$ cat config.mk
export PLATFORM = sky130hd
export DESIGN_NAME = integer_text_parser_core_flat
export DESIGN_NICKNAME = d
export VERILOG_FILES = /design/src/hdl/itp_pkg.sv /design/src/hdl/itp_in_if.sv /design/src/hdl/itp_out_if.sv /design/src/hdl/itp_step.sv /design/src/hdl/integer_text_parser_core.sv /design/src/flat_wrapper.sv
export SDC_FILE = /design/constraint.sdc
export NUM_CORES = 1
export LEC_CHECK = 0
export BUFFER_PORTS_ARGS = -buffer_cell sky130_fd_sc_hd__buf_2
export CAP_MARGIN = 5
export CORE_MARGIN = 4
export CORE_UTILIZATION = 39
export CTS_CLUSTER_DIAMETER = 60
export DETAILED_ROUTE_END_ITERATION = 16
export PLACE_DENSITY = 0.65
export SLEW_MARGIN = 20
export SYNTH_ARGS = -nofsm -noshare
export SYNTH_HDL_FRONTEND = slang
export SYNTH_SLANG_ARGS = --single-unit
$ cat constraint.sdc
create_clock -name clk -period 10 [get_ports clk]
set_input_delay 0.5 -clock clk [delete_from_list [all_inputs] [get_ports clk]]
set_output_delay 0.5 -clock clk [all_outputs]
set_load 0.005 [all_outputs]
$ cat src/hdl/itp_pkg.sv
// package for the integer text parser
// types, character codes, register indexes and the digit decode function
package itp_pkg;

  localparam int VALUE_BITS = 32;
  localparam int COUNT_BITS = 8;
  localparam int CH_BITS    = 8;
  localparam int ADDR_BITS  = 2;

  localparam logic [COUNT_BITS-1:0] MAX_COUNT = COUNT_BITS'(255);

  localparam logic [VALUE_BITS-1:0] VALUE_MIN  = {1'b1, {(VALUE_BITS-1){1'b0}}};
  localparam logic [VALUE_BITS-1:0] VALUE_NONE = {VALUE_BITS{1'b1}};

  localparam logic [CH_BITS-1:0] CH_NUL   = 8'h00;
  localparam logic [CH_BITS-1:0] CH_MINUS = 8'h2D;
  localparam logic [CH_BITS-1:0] CH_X_LO  = 8'h78;
  localparam logic [CH_BITS-1:0] CH_X_UP  = 8'h58;
  localparam logic [CH_BITS-1:0] CH_0     = 8'h30;
  localparam logic [CH_BITS-1:0] CH_9     = 8'h39;
  localparam logic [CH_BITS-1:0] CH_A_LO  = 8'h61;
  localparam logic [CH_BITS-1:0] CH_F_LO  = 8'h66;
  localparam logic [CH_BITS-1:0] CH_A_UP  = 8'h41;
  localparam logic [CH_BITS-1:0] CH_F_UP  = 8'h46;

  localparam logic [ADDR_BITS-1:0] REG_START_DECIMAL  = 2'd0;
  localparam logic [ADDR_BITS-1:0] REG_SKIP_LEADING   = 2'd1;
  localparam logic [ADDR_BITS-1:0] REG_NONE_GIVES_MIN = 2'd2;

  typedef struct packed {
    logic start_decimal;
    logic skip_leading;
    logic none_gives_min;
  } cfg_t;

  typedef struct packed {
    logic                  active;
    logic                  trimming;
    logic                  hex_now;
    logic                  neg_mark;
    logic                  any_found;
    logic [VALUE_BITS-1:0] accum;
    logic [COUNT_BITS-1:0] char_count;
  } state_t;

  typedef struct packed {
    logic signed [VALUE_BITS-1:0] number;
    logic                         found;
    logic [COUNT_BITS-1:0]        consumed;
  } result_t;

  typedef struct packed {
    logic       ok;
    logic [3:0] val;
  } digit_t;

  function automatic digit_t digit_of(logic [CH_BITS-1:0] c, logic hex);
    digit_t d;
    d = '0;
    if (c >= CH_0 && c <= CH_9) begin
      d.ok  = 1'b1;
      d.val = c[3:0];
    end else if (hex && ((c >= CH_A_LO && c <= CH_F_LO) || (c >= CH_A_UP && c <= CH_F_UP))) begin
      d.ok  = 1'b1;
      d.val = c[3:0] + 4'd9;
    end
    return d;
  endfunction

endpackage

$ cat src/hdl/itp_in_if.sv
// character channel of the integer text parser
// depends on itp_pkg
interface itp_in_if;
  logic                        valid;
  logic                        ready;
  logic [itp_pkg::CH_BITS-1:0] ch;
  logic                        first;

  modport source (output valid, output ch, output first, input ready);
  modport sink   (input valid, input ch, input first, output ready);
endinterface

$ cat src/hdl/itp_out_if.sv
// result channel of the integer text parser
// depends on itp_pkg
interface itp_out_if;
  logic                                  valid;
  logic                                  ready;
  logic signed [itp_pkg::VALUE_BITS-1:0] number;
  logic                                  found;
  logic [itp_pkg::COUNT_BITS-1:0]        consumed;

  modport source (output valid, output number, output found, output consumed, input ready);
  modport sink   (input valid, input number, input found, input consumed, output ready);
endinterface

$ cat src/hdl/itp_step.sv
// next-state and result logic for one character word
// depends on itp_pkg
module itp_step (
  input  itp_pkg::cfg_t                 cfg,
  input  itp_pkg::state_t               cur,
  input  logic [itp_pkg::CH_BITS-1:0]   ch,
  input  logic                          first,
  output itp_pkg::state_t               nxt,
  output logic                          emit,
  output itp_pkg::result_t              res
);

  itp_pkg::state_t                  base;
  itp_pkg::digit_t                  dig;
  logic [itp_pkg::VALUE_BITS-1:0]   scaled;
  logic [itp_pkg::COUNT_BITS-1:0]   cnt_inc;
  logic                             is_minus;
  logic                             is_x;

  // restart on first word
  always_comb begin
    base = cur;
    if (first) begin
      base.active     = 1'b1;
      base.trimming   = cfg.skip_leading;
      base.hex_now    = ~cfg.start_decimal;
      base.neg_mark   = 1'b0;
      base.any_found  = 1'b0;
      base.accum      = '0;
      base.char_count = '0;
    end
  end

  assign dig      = itp_pkg::digit_of(ch, base.hex_now);
  assign is_minus = (ch == itp_pkg::CH_MINUS);
  assign is_x     = (ch == itp_pkg::CH_X_LO) || (ch == itp_pkg::CH_X_UP);
  assign cnt_inc  = (base.char_count < itp_pkg::MAX_COUNT) ? base.char_count + 1'b1
                                                          : base.char_count;
  assign scaled   = base.hex_now ? (base.accum << 4)
                                 : ((base.accum << 3) + (base.accum << 1));

  always_comb begin
    nxt  = base;
    emit = 1'b0;
    if (base.active) begin
      if (ch == itp_pkg::CH_NUL) begin
        emit       = 1'b1;
        nxt.active = 1'b0;
      end else if (base.trimming && !dig.ok && !is_minus) begin
        nxt.char_count = cnt_inc;
      end else begin
        nxt.trimming = 1'b0;
        if (dig.ok) begin
          nxt.accum      = scaled + itp_pkg::VALUE_BITS'(dig.val);
          nxt.any_found  = 1'b1;
          nxt.char_count = cnt_inc;
        end else if (base.accum != '0) begin
          emit       = 1'b1;
          nxt.active = 1'b0;
        end else if (is_x) begin
          nxt.hex_now    = 1'b1;
          nxt.any_found  = 1'b1;
          nxt.char_count = cnt_inc;
        end else if (is_minus) begin
          nxt.neg_mark   = 1'b1;
          nxt.any_found  = 1'b1;
          nxt.char_count = cnt_inc;
        end else begin
          emit       = 1'b1;
          nxt.active = 1'b0;
        end
      end
    end
  end

  always_comb begin
    if (base.any_found) begin
      res.number = base.neg_mark ? -$signed(base.accum) : $signed(base.accum);
    end else begin
      res.number = cfg.none_gives_min ? $signed(itp_pkg::VALUE_MIN)
                                      : $signed(itp_pkg::VALUE_NONE);
    end
    res.found    = base.any_found;
    res.consumed = base.char_count;
  end

endmodule

$ cat src/hdl/integer_text_parser_core.sv
// integer text parser: one character word in, one result word per parsed number
// the terminating word is held in the s1 register, then its result in the result register
// throughput: one character word per cycle; the input stalls only while a
// terminating word waits on a full result register
// reset: synchronous active-low rst_n clears parse state, valid flags and
// loads the configuration defaults
module integer_text_parser_core (
  input  logic                            clk,
  input  logic                            rst_n,
  itp_in_if.sink                          in_chan,
  itp_out_if.source                       out_chan,
  input  logic                            cfg_we,
  input  logic [itp_pkg::ADDR_BITS-1:0]   cfg_addr,
  input  logic                            cfg_wdata
);

  itp_pkg::cfg_t                  cfg_r, cfg_nxt;
  itp_pkg::state_t                st_r, st_nxt;
  itp_pkg::result_t               out_res_r, step_res;
  logic                           out_valid_r, out_valid_nxt;
  logic                           s1_valid_r, s1_valid_nxt;
  logic [itp_pkg::CH_BITS-1:0]    s1_ch_r;
  logic                           s1_first_r;
  logic                           emit;
  logic                           step_go;
  logic                           in_acc;

  // configuration registers
  always_comb begin
    cfg_nxt = cfg_r;
    if (cfg_we) begin
      unique case (cfg_addr)
        itp_pkg::REG_START_DECIMAL:  cfg_nxt.start_decimal  = cfg_wdata;
        itp_pkg::REG_SKIP_LEADING:   cfg_nxt.skip_leading   = cfg_wdata;
        itp_pkg::REG_NONE_GIVES_MIN: cfg_nxt.none_gives_min = cfg_wdata;
        default:                     cfg_nxt = cfg_r;
      endcase
    end
  end

  itp_step u_step (
    .cfg   (cfg_r),
    .cur   (st_r),
    .ch    (s1_ch_r),
    .first (s1_first_r),
    .nxt   (st_nxt),
    .emit  (emit),
    .res   (step_res)
  );

  assign step_go       = s1_valid_r && (!emit || !out_valid_r || out_chan.ready);
  assign in_chan.ready = !s1_valid_r || step_go;
  assign in_acc        = in_chan.valid && in_chan.ready;

  assign s1_valid_nxt  = in_acc ? 1'b1 : (step_go ? 1'b0 : s1_valid_r);

  always_comb begin
    if (step_go && emit) begin
      out_valid_nxt = 1'b1;
    end else if (out_chan.ready) begin
      out_valid_nxt = 1'b0;
    end else begin
      out_valid_nxt = out_valid_r;
    end
  end

  always_ff @(posedge clk) begin
    if (!rst_n) begin
      cfg_r       <= '{start_decimal: 1'b1, skip_leading: 1'b0, none_gives_min: 1'b0};
      st_r        <= '0;
      s1_valid_r  <= 1'b0;
      out_valid_r <= 1'b0;
    end else begin
      cfg_r       <= cfg_nxt;
      s1_valid_r  <= s1_valid_nxt;
      out_valid_r <= out_valid_nxt;
      if (step_go) begin
        st_r <= st_nxt;
      end
    end
  end

  // payload registers
  always_ff @(posedge clk) begin
    if (in_acc) begin
      s1_ch_r    <= in_chan.ch;
      s1_first_r <= in_chan.first;
    end
    if (step_go && emit) begin
      out_res_r <= step_res;
    end
  end

  assign out_chan.valid    = out_valid_r;
  assign out_chan.number   = out_res_r.number;
  assign out_chan.found    = out_res_r.found;
  assign out_chan.consumed = out_res_r.consumed;

endmodule
$ cat src/flat_wrapper.sv
// flat-port wrapper written by rule: the top's interface ports become plain ports
module integer_text_parser_core_flat 
  (clk, rst_n, cfg_we, cfg_addr, cfg_wdata, in_chan_valid, in_chan_ch, in_chan_first, in_chan_ready, out_chan_valid, out_chan_number, out_chan_found, out_chan_consumed, out_chan_ready);
  itp_in_if in_chan_i ();
  itp_out_if out_chan_i ();
  input  logic clk;
  input  logic rst_n;
  input  logic cfg_we;
  input  logic [itp_pkg::ADDR_BITS-1:0] cfg_addr;
  input  logic cfg_wdata;
  input wire logic [$bits(in_chan_i.valid)-1:0] in_chan_valid;
  input wire logic [$bits(in_chan_i.ch)-1:0] in_chan_ch;
  input wire logic [$bits(in_chan_i.first)-1:0] in_chan_first;
  output wire logic [$bits(in_chan_i.ready)-1:0] in_chan_ready;
  output wire logic [$bits(out_chan_i.valid)-1:0] out_chan_valid;
  output wire logic [$bits(out_chan_i.number)-1:0] out_chan_number;
  output wire logic [$bits(out_chan_i.found)-1:0] out_chan_found;
  output wire logic [$bits(out_chan_i.consumed)-1:0] out_chan_consumed;
  input wire logic [$bits(out_chan_i.ready)-1:0] out_chan_ready;
  assign in_chan_i.valid = in_chan_valid;
  assign in_chan_i.ch = in_chan_ch;
  assign in_chan_i.first = in_chan_first;
  assign in_chan_ready = in_chan_i.ready;
  assign out_chan_valid = out_chan_i.valid;
  assign out_chan_number = out_chan_i.number;
  assign out_chan_found = out_chan_i.found;
  assign out_chan_consumed = out_chan_i.consumed;
  assign out_chan_i.ready = out_chan_ready;
  integer_text_parser_core u_core (.clk(clk), .rst_n(rst_n), .in_chan(in_chan_i), .out_chan(out_chan_i), .cfg_we(cfg_we), .cfg_addr(cfg_addr), .cfg_wdata(cfg_wdata));
endmodule
== Yosys cells after proc, flatten, opt, wreduce, memory -nomap -nowiden ==
Index checks and enable logic that the tools add are counted.
Operators by class
  reductions and logical operators: 27
  muxes and demuxes: 40
  $mul: 0
  shift-type cells: 0
  divide/modulo/power cells: 0
  add/sub/neg operators: 5
  magnitude comparators: 7
  bitwise logic cells: 1
  equality and inequality tests: 5
Operator list (count)
  2-to-1 mux 32 bit: 4
  2-to-1 mux 45 bit: 2
  2-to-1 mux 8 bit: 6
  2-to-1 mux 44 bit: 1
  2-to-1 mux 37 bit: 1
  adder 32 bit: 1
  adder 32 x 4 -> 32 bit: 1
  negator 32 bit: 1
  nonzero test 32 bit: 1
  2-to-1 mux 31 bit: 1
  2-to-1 mux 1 bit: 20
  equality test 8 x 7 -> 1 bit, second input constant: 2
  >= comparator 8 x 7 -> 1 bit, second input constant: 2
  less-or-equal comparator 8 x 7 -> 1 bit, second input constant: 2
  2-to-1 mux 5 bit: 2
  logical AND 1 bit: 9
  adder 8 x 1 -> 8 bit, second input constant: 1
  equality test 8 x 6 -> 1 bit, second input constant: 1
  >= comparator 8 x 6 -> 1 bit, second input constant: 1
  less-or-equal comparator 8 x 6 -> 1 bit, second input constant: 1
  logical NOT 8 bit: 1
  less-than comparator 8 bit, second input constant: 1
  AND reduction 2 bit: 3
  logical NOT 1 bit: 5
  9 further kinds: 15
Word-level totals
  RAM bits: 0
  flip-flop bits (word level): 100
  bits in latches: 0
  input port bits: 17
  ROM bits: 0
  memories: 0

== Longest topological paths before layout ==
  word-level depth: 19
  mapped depth: 21
  depth with buffers taken out: 18

== Hierarchy ==
A second synthesis with hierarchy kept.
Unflattened totals
  cell total of the unflattened synthesis: 1196
  area, all modules: 9265.1 um^2
Modules (own cells, without submodules)
  itp_step: area an instance 5651.7 um^2, instances 1, sequential area each 0.0 um^2, cells each 927
  integer_text_parser_core: area an instance 3613.5 um^2, instances 1, sequential area each 2502.4 um^2, cells each 269

== Worst setup path after synthesis ==
OpenSTA, ideal clock, no wires.
  kind: register to register
  start point: register u_core.s1_first_r
  end point: register u_core.st_r[39] (netlist name)
  required time: 9.938 ns
  arrival: 5.069 ns
  slack: 4.869 ns
  path buffers: 8
  cell stages (with the launch flop): 21
  path through: edfxtp_1 buf_2 buf_2 buf_2 buf_1 clkbuf_1 buf_1 clkbuf_1 clkbuf_1 nor2b_1 ha_1 nand2b_1 or4_4 or3_1 o21a_1 a311oi_2 nor3_1 o32a_4 nand4b_4 or4_1 nand3_1
On the way
  longest elaborated chain between the ends: 14
Ends and longest elaborated chain
  from (decl): RTL line integer_text_parser_core.sv:23  | logic s1_first_r;
  from (signal assigned): RTL line integer_text_parser_core.sv:87  | s1_first_r <= in_chan.first;
  2-to-1 mux 45 bit *: RTL line itp_step.sv:23  | if (first) begin
  branches (longest 13 deep; another with adder 32 bit)
  to (signal assigned): RTL line integer_text_parser_core.sv:78  | st_r <= st_nxt;
  to (decl): RTL line integer_text_parser_core.sv:18  | itp_pkg::state_t st_r, st_nxt;
Mark *: on every way between the ends.
A chain may end at the register's enable or synchronous reset.

== Final worst setup path ==
  start point: register u_core.s1_first_r
  end point: register u_core.st_r[38] (netlist name)
The elaborated chain is that of the path after synthesis.

==> summary.md <==
| Metric | Value |
|---|---|
| Die Footprint | `about 23,000 um^2` |
| Max cap viols | `0` |
| Cts hold-fix bufs | `0` |
| Worst Path Arrival | `5690 ps` |
| Ys async rst share | `0` |
| CTS resizes | `0` |
| Reg-to-reg startpoint | `u_core.s1_first_r` |
| TritonCTS clock tree | `done` |
| Area of the multi-input gates | `roughly 5300 um^2` |
| F_max | `184 MHz` |
| Synth cell count leaders | `109 x nor2_1, 84 x nand2_1, 79 x a21oi_1` |
| Maximum clock path buffer count | `2` |
| Placed inst area | `~8600 um^2` |
| Largest net degree at the start of global routing | `66` |
| Final Net Count | `around 1,100` |
| Count leader, synth | `nor2_1` |
| Via density | `5.88` |
| Layout overhead on the synthesized area | `8.45%` |
| Worst VDD drop | `0.0597 mV` |
| Clock Skews | `10.5 ps` |
| H-tree depth | `3` |
| DR vias | `7,676` |
| Synth top area share | `0.182` |
| Total GRT Usage | `0.187` |
| Final worst slack | `around 4600 ps` |
| Design area | `between 8000 and 9000 um^2` |
| Final Cycle Share | `0.543` |
| Fillers | `2,051` |
| Post-synth EDFFs | `50` |
| CP Capture Type | `flip-flop` |
| RSZ-0062 raised after global routing | `false` |
| Int Pwr | `0.632 mW` |
| Setup_tns | `0 ps` |
| Req. time, crit path | `a little over 10,000 ps` |
| Post-place setup slack | `4670 ps` |
| P per Cell Area | `about 95 nW/um^2` |
| Layout cells sized above 1 | `0.115` |
| R2R depth | `18` |
| Reg-to-reg slack, setup | `4570 ps` |
| Chip Height | `~150 um` |
| Synth unique cells | `88` |
| # clock sinks | `100` |
| CTS Buf Count | `9` |
| Synth Register Bits | `100` |
| Hold Vio Cnt, Final | `0` |
| WHS Endpoint | `u_core.s1_ch_r[0]` |
| Cell Rows | `52` |
| Post-CTS setup buffers | `0` |
| Clk slew on worst S/H paths | `70 ps` |
| DRT iter0 DRCs | `723` |
| Status | `finished, final reports clean` |
| Number of global-route vias before repair | `between 6,000 and 7,000` |
| DR pass1 iterations | `5` |
| Startpoint Class | `flip-flop` |
| Cells after DPL | `about 1,300` |
| Die X | `153 um` |
| CP Max Fanout | `65` |
| Total wire length | `between 20 and 25 mm` |
| Core Box Area | `approximately 20,000 um^2` |
| Post-Syn Area | `between 8000 and 9000 um^2` |
| HP Start | `in_chan_ch[0]` |
| Synth area leader | `edfxtp_1` |
| Clock root buffer | `clkbuf_16` |
| Avg Cell Area, Syn | `between 8 and 9 um^2` |
| Post-synthesis cell count | `1,028` |
| Relative slew slack | `0.315` |
| Grt ovf | `0` |
| First-pass GRT wire length | `36.9 mm` |
| Starting Density | `0.402` |
| Part of the power in combinational logic | `0.071` |
| Worst r2r dst | `u_core.st_r[38]` |
| Sw Share | `0.257` |
| Final setup viols | `0` |
| Main synth FF type | `edfxtp_1` |
| Setup crit start | `u_core.s1_first_r` |
| Reg area | `2500 um^2` |
| RePlAce Congestion | `approximately 0.92` |
| Post-route DRC | `0` |
| Min Tclk post-route | `about 5400 ps` |
| Top cells by area, synth | `edfxtp_1 18%, dfxtp_1 12%, xnor2_1 5.3%, nor2_1 5.0%, a21oi_1 4.8%` |
| Total nets after synthesis | `1,064` |
| Worst hold path type | `in2reg` |
| # diodes | `0` |
| Measured slew at the worst slew-check pin | `about 1000 ps` |
| Switch Pwr | `about 0.22 mW` |
| WL/cell | `17.2 um` |
| Port buffer count | `a little under 60` |
| Final Non-Filler Cells | `around 1,300` |
| Clk_lat worst skew | `370 ps` |
| Initial antenna violation count | `0` |
| IO Pins | `60` |
| Hpwl dp | `16.6 mm` |
| Pleak | `about 3.1 nW` |
| Synth warnings | `0` |
| Max Transition Viols Final | `0` |
| Sequential power share | `0.517` |
| Register area share after synthesis | `0.304` |
| Post-DRT Antenna Nets | `0` |
| Overall Power | `~0.85 mW` |
| Worst setup path class | `reg2reg` |
| Hold path depth | `1` |
| Clock share of power | `0.412` |
logic make-up after synthesis:
family                     after synthesis  synth area share
buffers and inverters                  104            0.0547
xor gates and xnor gates                76            0.0809
muxes                                   15            0.0190
AOI/OAI and AO/OA                      310             0.259
DFF                                    100             0.304
and+or+nand+nor                        401             0.249
adders and majority gates               22            0.0334
cells in the final DEF, fill, tap and decap left out, types with 25 or more instances in the layout:
| master | n |
|---|---|
| dfxtp_1 | 50 |
| nand2_1 | 84 |
| buf_2 | 59 |
| xor2_1 | 26 |
| a21oi_1 | 79 |
| nor3_1 | 35 |
| xnor2_1 | 50 |
| o21ai_0 | 51 |
| nor2_1 | 108 |
| nand3_1 | 32 |
| nor2b_1 | 25 |
| edfxtp_1 | 50 |
final cells by class:
class / count / share of cell area
multi-input cells: 824 / 0.593
flip-flops and latches: 100 / 0.280
repair buffers: 72 / 0.0454
well taps: 270 / 0.0378
clock buffers: 9 / 0.0252
inverters: 23 / 0.00967
clock inverters: 7 / 0.00855
critical path, cell delays in order, from the launching register on:
cell      delay [ps]
edfxtp_1         330
buf_4            320
buf_4            600
nand2b_1         310
nand2_1          410
and4_1           450
nor2b_1          150
o21ai_0          120
o21ai_0          180
ha_1             340
a21o_1           100
a21o_1           140
nand3_1          140
nor3_1           320
and4b_1          300
nand3_1          140
nor4b_2          490
a311oi_1         170
a211o_1          280
power by group through the flow:
| stage | combinational [mW] | clock, mW | sequential (mW) |
|---|---|---|---|
| floorplan | 0.0396 | 0 | 0.449 |
| global placement | 0.0583 | 0 | 0.449 |
| detailed placement | 0.0589 | 0 | 0.449 |
| CTS | 0.0592 | 0.361 | 0.440 |
| global route | 0.0661 | 0.379 | 0.440 |
| finish | 0.0604 | 0.351 | 0.439 |
worst max-delay path by stage:
stage,endpoint,slack (ps)
after global routing,u_core.st_r[38],4200
after CTS,u_core.st_r[38],4610
after floorplan,u_core.st_r[39],4870
after detailed placement,u_core.st_r[38],4670
final,u_core.st_r[38],4570
after global placement,u_core.st_r[38],4790
flip-flops by register name (all words and copies together), names as in the netlist:
| signal | flops |
|---|---|
| u_core.out_chan.consumed | 8 |
| u_core.out_chan.number | 32 |
| u_core.s1_ch_r | 8 |
| u_core.s1_valid_r | 1 |
| u_core.s1_first_r | 1 |
| u_core.out_chan.found | 1 |
| u_core.st_r | 45 |
| u_core.cfg_r | 3 |
| u_core.out_chan.valid | 1 |
stage by stage:
step                hold WS, ps  utilization
global route                294        0.436
floorplan                   431            -
global placement            440        0.420
finish                      305        0.436
CTS                         296        0.435
detailed placement          447        0.420
layer usage:
layer	part of all wire	global-route usage	vias up
li1	-	-	3788
met1	0.48	0.270	3600
met2	0.43	0.284	262
met3	0.071	0.0365	26
met4	0.019	0.0530	0
met5	0	0	-
No activity file was read; power rests on OpenSTA's default activity.
